### src/hdl/qoq_pkg.sv
// Package: shared status and command codes of the QoS ordered queue.
`default_nettype none
package qoq_pkg;
  typedef logic [1:0] status_t;
  localparam status_t StOk    = 2'd0;
  localparam status_t StFull  = 2'd1;
  localparam status_t StRange = 2'd2;
  localparam logic CmdPush = 1'b0;
  localparam logic CmdPop  = 1'b1;
endpackage
`default_nettype wire

### src/hdl/qoq_ram.sv
// Generic single-write, single-read RAM with a registered read port.
`default_nettype none
module qoq_ram #(
  parameter int WIDTH = 36,
  parameter int DEPTH = 16
) (
  input  wire logic                     clk_i,
  input  wire logic                     we_i,
  input  wire logic [$clog2(DEPTH)-1:0] waddr_i,
  input  wire logic [WIDTH-1:0]         wdata_i,
  input  wire logic [$clog2(DEPTH)-1:0] raddr_i,
  output logic      [WIDTH-1:0]         rdata_o
);
  logic [WIDTH-1:0] mem_q [DEPTH];

  always_ff @(posedge clk_i) begin
    if (we_i) begin
      mem_q[waddr_i] <= wdata_i;
    end
    rdata_o <= mem_q[raddr_i];
  end
endmodule
`default_nettype wire

### src/hdl/qos_ordered_queue.sv
// Top level: bounded message queue with FIFO or QoS-ordered insertion.
`default_nettype none
// One beat in, one beat out per command. Entries live in a single RAM
// ({qos, payload} per word, registered read). A sequencer walks the RAM one
// entry at a time: a push in priority mode scans from the head for the first
// entry of lower QoS, then shifts the tail up by one and writes the new entry.
// A pop reads the indexed entry and shifts the rest down. Scanned plus moved
// entries never exceed the fill count plus one. Refused commands (full, index
// out of range) go straight from idle to the result state. The result waits in
// an output register; the next command is taken once the sequencer is back at
// idle. No clearing pass after reset: only entries below the fill count are
// ever read.
module qos_ordered_queue #(
  parameter int DEPTH        = 16,
  parameter int PAYLOAD_BITS = 32,
  parameter int QOS_BITS     = 4
) (
  input  wire logic clk_i,
  input  wire logic rst_ni,
  input  wire logic cfg_we_i,
  input  wire logic cfg_wdata_i,     // priority_mode
  input  wire logic s_axis_tvalid_i,
  output logic      s_axis_tready_o,
  // msg_qos, msg_payload, pop_index (4 bits), zero fill
  input  wire logic [((QOS_BITS+PAYLOAD_BITS+4+7)/8)*8-1:0] s_axis_tdata_i,
  input  wire logic s_axis_tuser_i,  // cmd
  output logic      m_axis_tvalid_o,
  input  wire logic m_axis_tready_i,
  // status (2), out_qos, out_payload, entry_count, zero fill
  output logic [((2+QOS_BITS+PAYLOAD_BITS+$clog2(DEPTH+1)+7)/8)*8-1:0] m_axis_tdata_o
);
  localparam int IDXW = $clog2(DEPTH);
  localparam int CNTW = $clog2(DEPTH+1);
  localparam int CMPW = (CNTW > 4) ? CNTW : 4;
  localparam int MEMW = QOS_BITS + PAYLOAD_BITS;
  localparam int OUTW = 2 + QOS_BITS + PAYLOAD_BITS + CNTW;
  localparam int OUTB = ((OUTW + 7) / 8) * 8;

  localparam logic [3:0] SIdle    = 4'd0;
  localparam logic [3:0] SScanRd  = 4'd1;
  localparam logic [3:0] SScanCmp = 4'd2;
  localparam logic [3:0] SShRd    = 4'd3;
  localparam logic [3:0] SShWr    = 4'd4;
  localparam logic [3:0] SWrNew   = 4'd5;
  localparam logic [3:0] SPopRd   = 4'd6;
  localparam logic [3:0] SPopCap  = 4'd7;
  localparam logic [3:0] SPlRd    = 4'd8;
  localparam logic [3:0] SPlWr    = 4'd9;
  localparam logic [3:0] SDone    = 4'd10;

  logic [3:0]  state_q, state_d;
  logic        mode_q;
  logic [CNTW-1:0] fill_q, fill_d;
  logic [CNTW-1:0] j_q, j_d;      // walk pointer
  logic [CNTW-1:0] pos_q, pos_d;  // insert position
  logic [QOS_BITS-1:0]     qos_q, qos_d;
  logic [PAYLOAD_BITS-1:0] pay_q, pay_d;
  qoq_pkg::status_t        rst_q, rst_d;   // result status
  logic [QOS_BITS-1:0]     rqos_q, rqos_d;
  logic [PAYLOAD_BITS-1:0] rpay_q, rpay_d;
  logic            ovalid_q, ovalid_d;
  logic [OUTW-1:0] odata_q, odata_d;

  logic            we;
  logic [IDXW-1:0] waddr, raddr;
  logic [MEMW-1:0] wdata, rdata;

  logic [QOS_BITS-1:0]     in_qos;
  logic [PAYLOAD_BITS-1:0] in_pay;
  logic [3:0]              in_idx;
  logic [CNTW:0]           j_inc1, j_inc2;
  logic [CNTW-1:0]         j_dec;

  assign in_qos = s_axis_tdata_i[QOS_BITS-1:0];
  assign in_pay = s_axis_tdata_i[QOS_BITS+PAYLOAD_BITS-1:QOS_BITS];
  assign in_idx = s_axis_tdata_i[QOS_BITS+PAYLOAD_BITS+3:QOS_BITS+PAYLOAD_BITS];
  assign j_inc1 = {1'b0, j_q} + (CNTW+1)'(1);
  assign j_inc2 = {1'b0, j_q} + (CNTW+1)'(2);
  assign j_dec  = j_q - CNTW'(1);

  assign s_axis_tready_o = (state_q == SIdle);
  assign m_axis_tvalid_o = ovalid_q;
  assign m_axis_tdata_o  = OUTB'(odata_q);

  qoq_ram #(.WIDTH(MEMW), .DEPTH(DEPTH)) u_ram (
    .clk_i   (clk_i),
    .we_i    (we),
    .waddr_i (waddr),
    .wdata_i (wdata),
    .raddr_i (raddr),
    .rdata_o (rdata)
  );

  always_comb begin
    state_d  = state_q;
    fill_d   = fill_q;
    j_d      = j_q;
    pos_d    = pos_q;
    qos_d    = qos_q;
    pay_d    = pay_q;
    rst_d    = rst_q;
    rqos_d   = rqos_q;
    rpay_d   = rpay_q;
    ovalid_d = ovalid_q;
    odata_d  = odata_q;
    we       = 1'b0;
    waddr    = j_q[IDXW-1:0];
    wdata    = rdata;
    raddr    = j_q[IDXW-1:0];

    if (ovalid_q && m_axis_tready_i) begin
      ovalid_d = 1'b0;
    end

    unique case (state_q)
      SIdle: begin
        if (s_axis_tvalid_i) begin
          qos_d  = in_qos;
          pay_d  = in_pay;
          rqos_d = '0;
          rpay_d = '0;
          rst_d  = qoq_pkg::StOk;
          if (s_axis_tuser_i == qoq_pkg::CmdPush) begin
            if (fill_q == CNTW'(DEPTH)) begin
              rst_d   = qoq_pkg::StFull;
              state_d = SDone;
            end else if (mode_q && (fill_q != '0)) begin
              j_d     = '0;
              state_d = SScanRd;
            end else begin
              pos_d   = fill_q;
              j_d     = fill_q;
              state_d = SWrNew;
            end
          end else begin
            if (CMPW'(in_idx) >= CMPW'(fill_q)) begin
              rst_d   = qoq_pkg::StRange;
              state_d = SDone;
            end else begin
              j_d     = CNTW'(in_idx);
              state_d = SPopRd;
            end
          end
        end
      end
      SScanRd: state_d = SScanCmp;
      SScanCmp: begin
        if (rdata[MEMW-1:PAYLOAD_BITS] < qos_q) begin
          pos_d = j_q;
          j_d   = fill_q;
          state_d = SShRd;
        end else if (j_inc1 == {1'b0, fill_q}) begin
          pos_d   = fill_q;
          j_d     = fill_q;
          state_d = SWrNew;
        end else begin
          j_d     = j_inc1[CNTW-1:0];
          state_d = SScanRd;
        end
      end
      SShRd: begin
        raddr   = j_dec[IDXW-1:0];
        state_d = SShWr;
      end
      SShWr: begin
        we    = 1'b1;
        j_d   = j_dec;
        state_d = (j_dec == pos_q) ? SWrNew : SShRd;
      end
      SWrNew: begin
        we      = 1'b1;
        waddr   = pos_q[IDXW-1:0];
        wdata   = {qos_q, pay_q};
        fill_d  = fill_q + CNTW'(1);
        state_d = SDone;
      end
      SPopRd: state_d = SPopCap;
      SPopCap: begin
        rqos_d = rdata[MEMW-1:PAYLOAD_BITS];
        rpay_d = rdata[PAYLOAD_BITS-1:0];
        if (j_inc1 < {1'b0, fill_q}) begin
          state_d = SPlRd;
        end else begin
          fill_d  = fill_q - CNTW'(1);
          state_d = SDone;
        end
      end
      SPlRd: begin
        raddr   = j_inc1[IDXW-1:0];
        state_d = SPlWr;
      end
      SPlWr: begin
        we  = 1'b1;
        j_d = j_inc1[CNTW-1:0];
        if (j_inc2 >= {1'b0, fill_q}) begin
          fill_d  = fill_q - CNTW'(1);
          state_d = SDone;
        end else begin
          state_d = SPlRd;
        end
      end
      SDone: begin
        if (!ovalid_q || m_axis_tready_i) begin
          ovalid_d = 1'b1;
          odata_d  = {fill_q, rpay_q, rqos_q, rst_q};
          state_d  = SIdle;
        end
      end
      default: state_d = SIdle;
    endcase
  end

  always_ff @(posedge clk_i or negedge rst_ni) begin
    if (!rst_ni) begin
      state_q  <= SIdle;
      fill_q   <= '0;
      mode_q   <= 1'b0;
      ovalid_q <= 1'b0;
    end else begin
      state_q  <= state_d;
      fill_q   <= fill_d;
      ovalid_q <= ovalid_d;
      if (cfg_we_i) begin
        mode_q <= cfg_wdata_i;
      end
    end
  end

  always_ff @(posedge clk_i) begin
    j_q     <= j_d;
    pos_q   <= pos_d;
    qos_q   <= qos_d;
    pay_q   <= pay_d;
    rst_q   <= rst_d;
    rqos_q  <= rqos_d;
    rpay_q  <= rpay_d;
    odata_q <= odata_d;
  end

`ifndef ASSERT_OFF
  // fill count never exceeds capacity
  a_fill_bound: assert property (@(posedge clk_i) disable iff (!rst_ni)
    fill_q <= CNTW'(DEPTH)) else $error("fill count above depth");
  // RAM written only from write states
  a_we_state: assert property (@(posedge clk_i) disable iff (!rst_ni)
    we |-> (state_q == SShWr || state_q == SWrNew || state_q == SPlWr))
    else $error("stray RAM write");
  // fill count changes only at the end of a command
  a_fill_step: assert property (@(posedge clk_i) disable iff (!rst_ni)
    (fill_q != $past(fill_q)) |-> (state_q == SDone))
    else $error("fill changed mid command");
`endif
endmodule
`default_nettype wire
### config.mk
export PLATFORM = sky130hd
export DESIGN_NAME = qos_ordered_queue
export DESIGN_NICKNAME = d
export VERILOG_FILES = /design/src/hdl/qoq_pkg.sv /design/src/hdl/qoq_ram.sv /design/src/hdl/qos_ordered_queue.sv
export SDC_FILE = /design/constraint.sdc
export NUM_CORES = 1
export LEC_CHECK = 0
export ABC_AREA = 1
export BUFFER_PORTS_ARGS = -buffer_cell sky130_fd_sc_hd__buf_2
export CAP_MARGIN = 5
export CORE_MARGIN = 3
export CORE_UTILIZATION = 45
export DETAILED_ROUTE_END_ITERATION = 8
export SYNTH_ARGS = -nofsm -noshare
export SYNTH_HDL_FRONTEND = slang
export SYNTH_SLANG_ARGS = --single-unit
### constraint.sdc
create_clock -name clk_i -period 5.47 [get_ports clk_i]
set_input_delay 0.2735 -clock clk_i [delete_from_list [all_inputs] [get_ports clk_i]]
set_output_delay 0.2735 -clock clk_i [all_outputs]
set_load 0.01 [all_outputs]
# --- Word-level counts from Yosys, hierarchy flattened ---
# Memories as Yosys holds them, arrays and structs flattened. A register that Yosys moved wholly into a read port is not among the register bits.
# Cells that the tools add are included.
op_classes:
  n_reduce_logical: 18
  muxes: 46
  magnitude_cmp: 4
  add_sub_neg: 5
  n_eq_ne: 23
ops:
  columns: ["op", "count"]
  rows:
  - ["$mux 5", 15]
  - ["$pmux 32 s2", 1]
  - ["$pmux 4 s11", 1]
  - ["$mux 36", 1]
  - ["$mux 32", 1]
  - ["$mux 4", 7]
  - ["$pmux 5 s4", 1]
  - ["$eq 4x3->1 const B", 4]
  - ["$pmux 4 s2", 2]
  - ["$pmux 5 s3", 1]
  - ["$ne 2x2->1 const B", 7]
  - ["$eq 4x4->1 const B", 3]
  - ["$mux 3", 4]
  - ["$pmux 5 s2", 1]
  - ["$sub 5x1->5 const B", 2]
  - ["$ne 3x3->1 const B", 3]
  - ["$eq 4x2->1 const B", 2]
  - ["$mux 2", 4]
  - ["$reduce_and 2->1", 4]
  - ["$mux 1", 7]
  - ["$add 5x1->6 const B", 1]
  - ["$add 5x2->6 const B", 1]
  - ["$eq 6x5->1", 1]
  - ["$ge 6x5->1", 1]
  - ["19 further kinds", 21]
totals:
  ramBits: 576
  word_cells: 109
  regBits: 138
  n_memories: 1
memory_table:
  columns: ["memory", "words", "width", "read_ports", "rd_ports_with_merged_regs", "wr", "line", "source"]
  rows:
  - ["u_ram.mem_q", 16, 36, 1, 1, 1, "qoq_ram.sv:14", "logic [WIDTH-1:0] mem_q [DEPTH];"]

# --- Depth between registers and ports, before layout ---
# Gate-level depths: netlist of run 1.
depth:
  ltp_word: 7
  mapped_depth: 18

# --- Cells and area by module ---
# Synthesis of run 1 repeated with hierarchy kept, for this count alone.
hier_totals:
  hier_cells: 3018
  hier_area_um2: 31995.7
by_module_without_submodules:
  columns: ["mod", "cells_each", "area_per_inst_um2", "instances"]
  rows:
  - ["qoq_ram", 2379, 25394.4, 1]
  - ["qos_ordered_queue", 639, 6601.3, 1]

# --- Least setup slack after synthesis of run 1 ---
# No wires, ideal clock.
synth_path:
  kind: "register -> register"
  from: "register state_q[2]"
  to: "memory u_ram.mem_q[10][0], enable pin"
  setup_time_ns: 0.429
  n_path_buf: 0
  period_less_slack_ns: 3.280
  arrival_time_ns: 2.851
  path_slack_ns: 2.190
  stages_incl_launch_ff: 9
  cell_sequence: "dfrtp_1 -> inv_1 -> nor2_1 -> inv_1 -> nor2_1 -> inv_1 -> o21ai_0 -> nand3_1 -> nor2_1"
synth_via:
  elab_chain_cells: 5
  elab_cells_between_ends: 8
synth_rtl:
  columns: ["element", "line", "source"]
  rows:
  - ["from (decl)", "qos_ordered_queue.sv:51", "logic [3:0] state_q, state_d;"]
  - ["from (signal assigned)", "qos_ordered_queue.sv:215", "state_q <= SIdle;"]
  - ["from (signal assigned)", "qos_ordered_queue.sv:220", "state_q <= state_d;"]
  - ["$eq 4x4->1 / $eq 4x3->1 (equally long branches)", "qos_ordered_queue.sv:115", "unique case (state_q)"]
  - ["$reduce_or 3->1 (no source line)", null, null]
  - ["$mux 1", "qos_ordered_queue.sv:115", null]
  - ["$mux 1", "qoq_ram.sv:17", "if (we_i) begin"]
  - ["$mux 1 (not written as such)", "qoq_ram.sv:18", "mem_q[waddr_i] <= wdata_i;"]
  - ["to (decl)", "qoq_ram.sv:14", null]
# Several ways; a longest one is shown, not always the timed one.

# --- Final worst setup path of run 1 ---
layout_path:
  from: "register state_q[2]"
  to: "memory u_ram.mem_q[5][14], enable pin"
# Same word-level chain as after synthesis.

==> results.py, run 1 <==
metrics = {
    "logic_synthesis": {
        "yosys.area.top_type": "edfxtp_1",
        "synth_cell_types": 38,
        "netlist_area_um2": 32400,
        "netlist_top_cells_area": "edfxtp_1 (65%), nand3_1 (9.3%), nand2_1 (7.9%)",
        "synth_top_flop_cell": "edfxtp_1",
        "ys_seq_area_share_pct": 68.3,
        "synthCells": 3101,
        "yosys-top-cells-count": "edfxtp_1 (703), nand2_1 (685), inv_1 (678), nand3_1 (604), nor2_1 (89)",
        "yosysMostFrequentCell": "edfxtp_1",
        "ys_warn_count": 0,
        "avgSynthCellArea_um2": 10.4,
        "async_reset_ff_share_pct": 1.47,
        "ys_seq_elements": 750,
        "netlist.area_leader.share_pct": 65.2,
        "synth-edff-count": 703,
    },
    "sta": {
        "hold_viol_final": 0,
        "hold_ws_ps": 59.8,
        "slew_viol_final": 0,
        "tns_ps": 0,
        "clock_skew_ps": 20.4,
        "setup_ws_ps": 1790,
        "max_slew_margin_pct": 15.2,
        "fin_crit_ps": 3680,
        "period_share_pct": 67.4,
        "fmax_mhz": 271,
        "rsz0062_at_grt": "no",
        "setup_viol": 0,
        "worst_pin_slew_ps": 1270,
    },
    "worst_setup_path": {
        "slowest_stage": "nor2_4",
        "crit_required_ps": 5770,
        "path_cells": "inv_1, nor2_1, inv_1, nor2_1, nor2_1, nand2_1, nand3_1, nor2_4, buf_4",
        "endpoint_kind": "flip-flop",
        "crit_fanout": 24,
        "worstPathArrival_ps": 3980,
        "crit_buf_inv": 3,
        "path_class": "flip-flop to flip-flop",
        "crit_path_start_kind": "flip-flop",
        "cp_top_family": "simple AND/OR/NAND/NOR gates",
        "path_common_cell": "nor2_1",
        "crit_path_max_incr_delay_ps": 1020,
    },
    "layout": {
        "syn_to_final_growth_pct": 14.6,
        "fillers": 6236,
        "antenna_cells": 0,
        "post-route-util_pct": 52.5,
        "drive_gt1_share_pct": 9.40,
        "finalInstanceArea_um2": 37100,
        "fin_nets": 3315,
        "fin_cells": 4250,
    },
    "worst_hold_path": {
        "min_path_type": "input port to flip-flop",
    },
    "detailed_routing": {
        "drtIter0Drc": 1787,
        "drtPass1Iterations": 7,
        "num_vias": 21500,
        "dr_wl_met3_um": 4450,
        "wl_met2_um": 39800,
        "drt_wl_total_um": 81800,
        "drcViolationCount": 0,
        "ant_nets": 0,
        "route.layer.met1.wl_um": 35600,
        "vias_per_cell": 5.07,
        "maxUsedRoutingLayer": "met4",
        "wire_per_inst_um": 19.3,
    },
    "grt": {
        "grt_max_degree": 149,
        "grt_pass1_vias": 20900,
        "grtUsageTotal_pct": 21.9,
        "overflow": 0,
        "grt_antenna_before_repair": 0,
        "grt_pass1_wl_um": 125000,
    },
    "power_and_ir_drop": {
        "p_seq_share_pct": 36.0,
        "total_power_mw": 22.5,
        "power_density_nw_per_um2": 606,
        "power_switching_mw": 9.03,
        "p_clk_share_pct": 24.3,
        "swShare_pct": 40.2,
        "combPwrFrac_pct": 39.8,
        "p_int_mw": 13.5,
        "ir_drop_uv": 792,
        "p_leak_nw": 16.0,
    },
    "status": {
        "outcome": "finished, final reports clean",
    },
    "cts": {
        "htree_levels": 3,
        "cts_buffers": 81,
        "cts_sinks": 750,
        "cts.root.buffer_cell": "clkbuf_16",
        "tritoncts": "yes",
        "cts_buffer_depth": 3,
        "clk_pin_slew_ps": 60,
        "insertion_delay_ps": 620,
    },
    "floorplan": {
        "row_count": 97,
        "dieWidth_um": 274,
        "ioPinCount": 97,
        "start_util_pct": 45.8,
        "core-area_um2": 70600,
        "dieHeight_um": 274,
        "die-area_um2": 75200,
    },
    "placement": {
        "detailed_place_hpwl_um": 45700,
        "placed_cells": 4058,
        "post_dp_cell_area_um2": 34000,
        "port_buffers": 91,
        "post-place-ws_ps": 1800,
        "place_congestion": 0.870,
    },
    "flow_run": {
        "maxCapViolCount": 0,
    },
}
[registers in the layout, summed over array words and instances (netlist names)]
| name | count |
|---|---|
| m_axis_tvalid_o | 1 |
| pay_q | 32 |
| rpay_q | 32 |
| rqos_q | 4 |
| state_q | 4 |
| j_q | 5 |
| fill_q | 5 |
| pos_q | 5 |
| mode_q | 1 |
| u_ram.mem_q | 576 |
| qos_q | 4 |
| odata_q | 43 |
| u_ram.rdata_o | 36 |
| rst_q | 2 |
[cell usage in the layout (no fill, tap or decap), types with 4 or more instances in the layout]
cell,synthesis,layout
buf_4,10,56
dlygate4sd3_1,0,40
xor2_1,5,5
clkinv_1,0,10
inv_6,0,4
o21ai_0,66,54
nor2_1,89,71
buf_12,0,4
bufinv_16,0,8
conb_1,1,5
nand3b_1,4,4
clkinv_2,0,13
buf_2,79,91
o21ai_1,1,13
clkbuf_16,0,82
clkbuf_8,0,5
nand2_4,6,5
dfxtp_1,36,36
nand4_1,10,10
inv_1,678,677
clkinvlp_4,0,5
clkbuf_1,34,21
ha_1,25,25
inv_2,4,5
edfxtp_1,703,703
nand2_1,685,683
nand3_1,604,604
nor2_4,3,21
dfrtp_1,11,11
a21oi_1,13,13
[cell type report]
class                      count  area [um2]  area share (%)
timing repair buffer         191        1360            3.66
inverter                     682        2560            6.90
clock inverter                43         464            1.25
sequential                   750       22100            59.6
clock buffer                 108        2200            5.93
multi-input combinational   1536        7230            19.5
tap                          940        1180            3.17
[cell families after synthesis]
| kind of cell | synth area share, % |
|---|---|
| AND/OR/NAND/NOR | 19.0 |
| flip-flops | 68.3 |
| AO/OA/AOI/OAI | 1.48 |
| buffers and inverters | 9.94 |
| multiplexers | 0.0348 |
| XOR/XNOR | 0.189 |
| adder cells (fa/ha/maj) | 1.03 |
| other | 0.0116 |
[per-layer routing]
layer,vias to the layer above,track usage (%)
li1,10300,-
met1,10500,29.5
met2,579,36.9
met3,130,3.30
met4,0,6.40
met5,-,0
[worst reg2reg max path: cells and delay by family, from the launching register on]
| kind | cells | cell delay (ps) |
|---|---|---|
| flip-flops | 1 | 400 |
| buffers and inverters | 3 | 650 |
| AND/OR/NAND/NOR | 6 | 2310 |
[final timing paths]
kind | slack [ps] | end | from | depth (start not counted)
setup / recovery | 1790 | u_ram.mem_q[5][14]$_DFFE_PP_ | state_q[2]$_DFFE_PN0P_ | 9
min in group asynchronous | 70 | m_axis_tvalid_o$_DFF_PN0_ | rst_ni | 2
setup reg to reg | 1790 | u_ram.mem_q[5][14]$_DFFE_PP_ | state_q[2]$_DFFE_PN0P_ | 9
hold / removal | 60 | rst_q[0]$_SDFFCE_PP0P_ | s_axis_tuser_i | 2
max in group asynchronous | 5170 | fill_q[2]$_DFFE_PN0P_ | rst_ni | 2
hold reg to reg | 420 | odata_q[37]$_DFFE_PP_ | rpay_q[31]$_SDFFCE_PN0P_ | 0
[timing repair]
| action | CTS | global route |
|---|---|---|
| hold buffers | 40 | 0 |
| endpoints found under the hold margin | 49 | 0 |
| buffers inserted | 0 | 0 |
| gates resized for setup | 0 | 0 |
[power groups by stage]
stage	Sequential, mW	Clock (mW)	Combinational (mW)
floorplan	8.11	0	6.00
global placement	8.20	0	8.84
detailed placement	8.21	0	8.96
CTS	8.09	5.55	9.02
global route	8.14	5.79	9.95
finish	8.08	5.46	8.94
Note: power is estimated with default switching activity, not from simulation.
==> run 2: changes to the inputs <==
==> constraint.sdc (replaced) <==
create_clock -name clk_i -period 3.3 [get_ports clk_i]
set_input_delay 0.165 -clock clk_i [delete_from_list [all_inputs] [get_ports clk_i]]
set_output_delay 0.165 -clock clk_i [all_outputs]
set_load 0.01 [all_outputs]
==> run 2 against run 1 <==
Non-clock buffer count is 64 higher. Global-route usage grew 0.35 points. Die area did not move. Cell area increased by 1.7%. Setup slack lost 1500 ps. Utilization increased by 0.88 points. Register-to-register slack lost 1500 ps. Worst hold slack worse by 15 ps. Wire length is 1.5% higher. Largest power group unchanged.
==> results.py, run 2 (synthesized netlist as in run 1, its figures left out) <==
metrics = {
    "detailed_routing": {
        "vias_per_cell": 5.10,
        "num_vias": 22000,
        "drt_wl_total_um": 83100,
        "drcViolationCount": 0,
        "route.layer.met1.wl_um": 34700,
        "drtPass1Iterations": 7,
        "drtIter0Drc": 1978,
        "maxUsedRoutingLayer": "met4",
        "wire_per_inst_um": 19.3,
        "wl_met2_um": 40100,
        "ant_nets": 0,
        "dr_wl_met3_um": 5860,
    },
    "layout": {
        "drive_gt1_share_pct": 10.9,
        "final_common_cell": "edfxtp_1",
        "top_regs": "u_ram.mem_q (576), odata_q (43), u_ram.rdata_o (36)",
        "syn_to_final_growth_pct": 16.5,
        "antenna_cells": 0,
        "multiInputGateArea_um2": 7230,
        "largest_reg_flops": 576,
        "fin_nets": 3377,
        "top_register": "u_ram.mem_q",
        "fillers": 6107,
        "layout_common_cells": "edfxtp_1 (703), nand2_1 (683), inv_1 (677)",
        "regArea_um2": 22100,
    },
    "sta": {
        "setup_viol": 0,
        "worst_pin_slew_ps": 1050,
        "rsz0062_at_grt": "no",
        "fmax_mhz": 331,
        "period_share_pct": 91.5,
        "hold_viol_final": 0,
        "max_slew_margin_pct": 29.6,
        "clock_skew_ps": 25.2,
        "slew_viol_final": 0,
        "hold_ws_ps": 44.5,
        "fin_crit_ps": 3020,
        "tns_ps": 0,
    },
    "floorplan": {
        "row_count": 97,
        "die-area_um2": 75200,
        "ioPinCount": 97,
        "start_util_pct": 45.8,
        "core-area_um2": 70600,
        "dieHeight_um": 274,
        "dieWidth_um": 274,
    },
    "status": {
        "outcome": "finished, final reports clean",
    },
    "cts": {
        "cts_sinks": 750,
        "post_cts.repair.setup_buffers": 0,
        "clk_pin_slew_ps": 60,
        "cts.root.buffer_cell": "clkbuf_16",
        "tritoncts": "yes",
        "insertion_delay_ps": 630,
        "cts_buffers": 79,
        "cts_buffer_depth": 3,
        "htree_levels": 3,
    },
    "grt": {
        "grtUsageTotal_pct": 22.2,
        "grt_antenna_before_repair": 1,
        "grt_pass1_vias": 21600,
        "grt_max_degree": 85,
        "overflow": 0,
        "grt_pass1_wl_um": 126000,
    },
    "worst_setup_path": {
        "crit_path_start_kind": "flip-flop",
        "crit_fanout": 24,
        "path_class": "flip-flop to flip-flop",
        "worstPathArrival_ps": 3350,
        "crit_required_ps": 3630,
        "endpoint_kind": "flip-flop",
    },
    "placement": {
        "detailed_place_hpwl_um": 46400,
        "place_congestion": 0.831,
        "port_buffers": 91,
    },
    "flow_run": {
        "maxCapViolCount": 0,
    },
    "power_and_ir_drop": {
        "ir_drop_uv": 930,
        "p_leak_nw": 16.3,
        "power_density_nw_per_um2": 998,
    },
    "worst_hold_path": {
        "min_path_type": "input port to flip-flop",
    },
}
run 2: cell types whose count changed in the layout (fill, tap and decap cells not counted), moves of 4 or more:
cell / delta
o21ai_1: -11
buf_4: +37
o21ai_0: +11
clkinv_1: +4
bufinv_16: -4
clkbuf_8: -4
buf_12: +24
run 2: worst paths after layout:
path                                          start                      endpoint  slack, ps  depth (start not counted)
min in group asynchronous                    rst_ni     m_axis_tvalid_o$_DFF_PN0_        630                          3
hold reg to reg            rpay_q[14]$_SDFFCE_PN0P_         odata_q[20]$_DFFE_PP_        420                          0
max in group asynchronous                    rst_ni         fill_q[4]$_DFFE_PN0P_       2290                          3
setup / recovery             state_q[2]$_DFFE_PN0P_  u_ram.mem_q[3][18]$_DFFE_PP_        280                         11
hold / removal                      s_axis_tvalid_i        state_q[3]$_DFFE_PN0P_         40                          5
setup reg to reg             state_q[2]$_DFFE_PN0P_  u_ram.mem_q[3][18]$_DFFE_PP_        280                         11
run 2: critical path: stages (launching register included):
cell and delay [ps]:
dfrtp_1 410, inv_1 100, nor2_1 210, inv_1 120
nor2_4 110, inv_1 120, nand2_1 80, o21ai_0 140
inv_1 110, nand2_1 160, nor2_4 860, buf_4 310
run 2: per-layer routing:
metal | vias to the layer above | global-route usage, %
met5 | - | 0
met4 | 0 | 7.98
met3 | 170 | 3.12
met2 | 795 | 37.3
met1 | 10500 | 29.7
li1 | 10500 | -
run 2: final cells by class:
class                      instances  area share (%)
clock buffer                     101            5.60
clock inverter                    45            1.02
inverter                         682            6.79
multi-input combinational       1536            19.2
sequential                       750            58.6
tap                              940            3.12
timing repair buffer             255            5.69
run 2: stage by stage:
| step | util [%] | instances | setup WS (ps) | cell area (um2) | power [mW] |
|---|---|---|---|---|---|
| after floorplan | - | 3105 | 20.0 | 32400 | 23.4 |
| after global placement | 49.3 | 4121 | 255 | 34800 | 29.0 |
| after detailed placement | 49.3 | 4121 | 276 | 34800 | 29.3 |
| after CTS | 53.4 | 4309 | 265 | 37700 | 37.9 |
| after global routing | 53.4 | 4309 | 34.6 | 37700 | 40.0 |
| final | 53.4 | 4309 | 280 | 37700 | 37.7 |
run 2: repair_timing:
action	CTS	global route
hold endpoints to repair	53	0
setup endpoints to repair	0	17
hold buffers	42	0
gates resized for setup	0	2
run 2: report_power, final:
group	internal [mW]	switching, mW
Clock	4.88	3.66
Sequential	12.9	0.407
Combinational	4.76	11.0
